==> config.mk <==
export PLATFORM = sky130hd
export DESIGN_NAME = pclp_ctrl
export DESIGN_NICKNAME = d
export VERILOG_FILES = /design/src/rtl/core/pclp_pkg.sv /design/src/rtl/core/pclp_ctrl.sv
export SDC_FILE = /design/constraint.sdc
export NUM_CORES = 1
export LEC_CHECK = 0
export BUFFER_PORTS_ARGS = -buffer_cell sky130_fd_sc_hd__buf_4
export CAP_MARGIN = 20
export CORE_MARGIN = 10
export CORE_UTILIZATION = 35
export DETAILED_ROUTE_END_ITERATION = 16
export SETUP_SLACK_MARGIN = 0.15
export SYNTH_ARGS = -nofsm -noshare
export SYNTH_HDL_FRONTEND = slang
export SYNTH_SLANG_ARGS = --single-unit
export TNS_END_PERCENT = 1
==> constraint.sdc <==
create_clock -name clk_i -period 1.99 [get_ports clk_i]
set_input_delay 0.0995 -clock clk_i [delete_from_list [all_inputs] [get_ports clk_i]]
set_output_delay 0.0995 -clock clk_i [all_outputs]
set_load 0.03 [all_outputs]
==> src/rtl/core/pclp_pkg.sv <==
package pclp_pkg;

  localparam int NUM_PROCESSES = 32;
  localparam int NUM_CALLS     = 27;
  localparam int TABLE_SIZE    = NUM_PROCESSES * NUM_CALLS;
  localparam int ADDR_W        = $clog2(TABLE_SIZE);
  localparam int DATA_W        = 32;
  localparam int STAT_W        = 2 * DATA_W;
  localparam int PROD_W        = 2 * DATA_W;
  localparam int STEP_W        = $clog2(DATA_W);
  localparam int PROC_W        = 5;
  localparam int CALL_W        = 5;
  localparam int FUNC_W        = 2;
  localparam int IN_TDATA_W    = 48;
  localparam int OUT_TDATA_W   = 64;

  typedef enum logic [FUNC_W-1:0] {
    FUNC_CLEAR = 2'd0,
    FUNC_BEGIN = 2'd1,
    FUNC_END   = 2'd2,
    FUNC_READ  = 2'd3
  } func_e;

  typedef enum logic [3:0] {
    ST_INIT,
    ST_IDLE,
    ST_CLEAR,
    ST_READ,
    ST_EXEC,
    ST_MUL,
    ST_ADD,
    ST_DIV,
    ST_WB,
    ST_RESULT
  } state_e;

  typedef enum logic [3:0] {
    OP_NONE,
    OP_CAPTURE,
    OP_SWEEP,
    OP_BEGIN,
    OP_LOOKUP,
    OP_END_LOAD,
    OP_MUL,
    OP_ADD,
    OP_DIV,
    OP_WB
  } dp_op_e;

  typedef struct packed {
    dp_op_e op;
    logic   out_load;
  } dp_cmd_t;

  typedef struct packed {
    func_e in_func;
    logic  addr_ok;
    logic  end_ok;
    logic  sweep_last;
    logic  div_last;
    logic  out_free;
  } dp_sts_t;

endpackage

==> src/rtl/core/pclp_ctrl.sv <==
module pclp_ctrl
  import pclp_pkg::*;
(
  input  logic    clk_i,
  input  logic    rst_ni,
  input  logic    in_valid_i,
  output logic    in_ready_o,
  input  dp_sts_t sts_i,
  output dp_cmd_t cmd_o
);

  state_e state_q, state_d;

  always_ff @(posedge clk_i or negedge rst_ni) begin
    if (!rst_ni) begin
      state_q <= ST_INIT;
    end else begin
      state_q <= state_d;
    end
  end

  always_comb begin
    state_d      = state_q;
    cmd_o.op     = OP_NONE;
    cmd_o.out_load = 1'b0;
    in_ready_o   = 1'b0;
    unique case (state_q)
      ST_INIT: begin
        cmd_o.op = OP_SWEEP;
        if (sts_i.sweep_last) begin
          state_d = ST_IDLE;
        end
      end
      ST_IDLE: begin
        in_ready_o = 1'b1;
        if (in_valid_i) begin
          cmd_o.op = OP_CAPTURE;
          state_d  = (sts_i.in_func == FUNC_CLEAR) ? ST_CLEAR : ST_READ;
        end
      end
      ST_CLEAR: begin
        cmd_o.op = OP_SWEEP;
        if (sts_i.sweep_last) begin
          state_d = ST_RESULT;
        end
      end
      ST_READ: begin
        state_d = sts_i.addr_ok ? ST_EXEC : ST_RESULT;
      end
      ST_EXEC: begin
        state_d = ST_RESULT;
        unique case (sts_i.in_func)
          FUNC_BEGIN: cmd_o.op = OP_BEGIN;
          FUNC_END: begin
            if (sts_i.end_ok) begin
              cmd_o.op = OP_END_LOAD;
              state_d  = ST_MUL;
            end else begin
              cmd_o.op = OP_LOOKUP;
            end
          end
          FUNC_READ:  cmd_o.op = OP_LOOKUP;
          FUNC_CLEAR: cmd_o.op = OP_NONE;
          default:    cmd_o.op = OP_NONE;
        endcase
      end
      ST_MUL: begin
        cmd_o.op = OP_MUL;
        state_d  = ST_ADD;
      end
      ST_ADD: begin
        cmd_o.op = OP_ADD;
        state_d  = ST_DIV;
      end
      ST_DIV: begin
        cmd_o.op = OP_DIV;
        if (sts_i.div_last) begin
          state_d = ST_WB;
        end
      end
      ST_WB: begin
        cmd_o.op = OP_WB;
        state_d  = ST_RESULT;
      end
      ST_RESULT: begin
        if (sts_i.out_free) begin
          cmd_o.out_load = 1'b1;
          state_d        = ST_IDLE;
        end
      end
      default: state_d = ST_INIT;
    endcase
  end

endmodule

Word level (Yosys, flattened, before mapping)
Index checks and enable logic that the tools add are counted.

Add/subtract/negate cells: 0. Multipliers: 0. Divide/modulo/power cells: 0. $lt $le $gt $ge: 0. Equality and inequality tests: 17. Shifts and indexed selects: 0. Multiplexer cells: 17. Bitwise operators: 0. Reductions and logical operators: 4.

Operators by type and width (count): $pmux 4 s10 (1); $mux 4 (8); $pmux 4 s7 (1); $eq 4x3->1 const B (4); $pmux 4 s4 (1); $ne 2x2->1 const B (5); $eq 4x2->1 const B (2); $eq 4x4->1 const B (2); $mux 1 (6); $reduce_and 5->1 (1); $eq 2x2->1 const B (2); $eq 4x1->1 const B (1); $logic_not 4->1 (1); $eq 2x1->1 const B (1); $logic_not 2->1 (1); $reduce_or 2->1 (1).

Register bits after elaboration: 4. Latch bits: 0. Bits in writable memories: 0. ROM bits: 0. Bits of input ports: 10. Word-level logic and storage cells: 39. Memories: 0.

Longest topological paths before layout
Depth after elaboration: 4. Depth in mapped cells: 6.

Least setup slack after synthesis
OpenSTA, ideal clock, no wires.

Path kind: register to output. Start point: reg state_q[1]. End point: out cmd_o[2] in the netlist's numbering. Arrival: 1605 ps. Setup slack: 285 ps. Cell stages (with the launch flop): 6. Path buffers: 1. Cells stage by stage: dfrtp_1 > clkbuf_1 > inv_2 > nand2_1 > nor3_1 > a211oi_1.

RTL lines: from (decl) (RTL line pclp_ctrl.sv:12) `state_e state_q, state_d;`; from (signal assigned) (RTL line pclp_ctrl.sv:18) `state_q <= state_d;`; to (decl) (RTL line pclp_ctrl.sv:9) `output dp_cmd_t cmd_o`.

Worst setup path in the final report
Start point: reg state_q[2]. End point: reg state_q[0].

Cells in the longest elaborated chain, start to end: 3.

RTL lines: $eq 4x2->1 (tied with other cells) (RTL line pclp_ctrl.sv:27) `unique case (state_q)`; $ne 2x2->1 (no line); $reduce_and 5->1 (no line).

Parallel ways exist; a longest one is shown, timed or not. A chain may end at the register's enable or synchronous reset.

==> flow_summary.ini <==
[critical_path]
path_delay_family = flip-flops
cp-end-kind = flip-flop
critPathMaxFanout = 16
required_ns = 2.11
crit_type = reg -> reg
cp.arrival_ns = 1.89
path_buf_inv = 0
cp-start-kind = flip-flop
slowest_delay_ns = 0.56
path_cells = or3_1, a21oi_1, a21o_1, mux2_1
critPathSlowestCell = dfrtp_1

[clocking]
worstSkewPairLatency_ns = 0.25
cts-resized-gates = 0
clockBufferDepth = 2
clockRootBuffer = clkbuf_4
tritoncts = built
numCtsBuffers = 3
clk_pin_slew_worst_paths_ns = 0.04
cts_max_level = 1
clkSinkCount = 4

[logic_synthesis]
syn_inst = 60
ys_seq_area_frac = 0.219
post_synth_fa_ha_maj_area_fraction = 0
syn_avg_cell_area_um2 = 7.61
synth_xor_area_frac = 0
synth_warnings = 0
synth_area_um2 = 457
synth-edff-count = 0
synth_top_flop_cell = dfrtp_1
synthArstFlopShare = 1.00
ys_types = 35
ys_ff_latch = 4
synthSimpleGateAreaFrac = 0.364
synth_compound_area_frac = 0.301
syn_nets = 70
synth_top_family_by_area = simple AND/OR/NAND/NOR gates
synth_mux_area_frac = 0.0466

[routing]
drc = 0
firstDrtPassIters = 4
drtAntennaViolNets = 0
wl_um = 1270
viasPerCell = 5.46
wl_per_cell_um = 14.1
vias = 491
drt_iter0_drc = 6

[sta]
fin_skew_ns = 0.00584
slew_headroom = 0.661
rsz0062_at_grt = false
fin_crit_ns = 1.77
tightest_slew_ns = 0.509
setup_ws_ns = 0.223
fin_tns_setup_ns = 0
hold_violations = 0
whs_ns = 0.0515
period_share = 0.888
setup_viol = 0
max_freq_mhz = 566
slew_viol_final = 0

[power_and_ir_drop]
ir_worst_vdd_v = 0.000753
p_per_area_mw_per_mm2 = 1490
cellLeakagePower_nw = 0.270

[finish]
syn2layout_area_growth_pct = 33.7
regMostFlops = state_q
largest_register_ffs = 4
reg_top3 = state_q (4)
fin_util = 0.521
insertedDiodeCount = 0
num-fill-cells = 134
nNetsFinal = 88
drive_above_1_share = 0.303

[die]
die_y_um = 56.1
io_pins = 16
core-area_mm2 = 0.00117
rows = 12
start_util = 0.390
dieArea_mm2 = 0.00315
die_x_um = 56.1

[placement]
gp_congestion = 0.787
dpl_worst_slack_ns = 0.243
place_hpwl_um = 966
io_buffers = 15

[grt]
antenna_found_initial = 0
gr-total-overflow = 0
grt_max_degree = 17
track_usage = 0.0799
grt_pass1_vias = 495
grt_pass1_wl_um = 2170

[hold_path]
hp-class = in -> reg

[job]
drv_cap = 0

[status]
status = finished, final reports clean
kinds of logic (layout without fill, tap and decap cells):
group                  count (synthesis)  in the layout
AO/OA/AOI/OAI                         20             20
buffers and inverters                  7             23
flip-flops                             4              4
multiplexers                           2              2
AND/OR/NAND/NOR                       27             27
through the flow:
| stage | area (um^2) | instances | total power [mW] |
|---|---|---|---|
| after floorplan | 457 | 60 | 0.635 |
| after global placement | 578 | 86 | 0.807 |
| after detailed placement | 578 | 86 | 0.804 |
| after CTS | 611 | 90 | 0.918 |
| after global routing | 611 | 90 | 0.988 |
| final | 611 | 90 | 0.912 |
cells in the mapped netlist (2+ instances only):
| library cell | instances | area, um^2 |
|---|---|---|
| nor3_1 | 3 | 15.0 |
| nand2_1 | 5 | 18.8 |
| nor2_1 | 5 | 18.8 |
| a211oi_1 | 2 | 15.0 |
| o21ai_1 | 3 | 15.0 |
| dfrtp_1 | 4 | 100 |
| and2b_1 | 2 | 15.0 |
| a21oi_1 | 4 | 20.0 |
| buf_2 | 4 | 20.0 |
| o21ai_0 | 3 | 15.0 |
cell usage in the layout (no fill, tap or decap), types with 2 or more instances in the layout:
cell	n
a211oi_1	2
a21oi_1	4
and2b_1	2
buf_4	17
clkbuf_4	3
dfrtp_1	4
nand2_1	5
nor2_1	5
nor3_1	3
o21ai_0	3
o21ai_1	3
final timing paths:
path / from / endpoint / slack [ns] / cells after the start
setup / recovery: state_q[2] / state_q[0] / 0.22 / 4
hold / removal: sts_i[0] / state_q[3] / 0.05 / 2
setup reg to reg: state_q[2] / state_q[0] / 0.22 / 4
hold reg to reg: state_q[3] / state_q[2] / 0.67 / 2
max in group asynchronous: rst_ni / state_q[0] / 1.70 / 2
min in group asynchronous: rst_ni / state_q[2] / 0.19 / 2
cell type report:
class	count	area (um^2)	area share
Multi-Input combinational cell	49	325	0.533
Timing Repair Buffer	18	138	0.225
Sequential cell	4	100	0.164
Clock buffer	3	22.5	0.0369
Tap cell	14	17.5	0.0287
Inverter	2	7.51	0.0123
repair_timing:
action	in CTS	in global routing
hold buffers	1	0
hold endpoints to repair	4	0
buffers inserted	0	0
routing by layer:
layer  GRT usage  wire (um)
met5           0          0
met4      0.0410         21
met3      0.0182         51
met2       0.121        562
met1       0.101        634
power by group:
part | internal (mW) | total [mW] | switching (mW)
Sequential | 0.115 | 0.206 | 0.0910
Combinational | 0.266 | 0.597 | 0.331
Clock | 0.0679 | 0.108 | 0.0401
Total | 0.450 | 0.912 | 0.462
(Power assumes the default switching activity.)
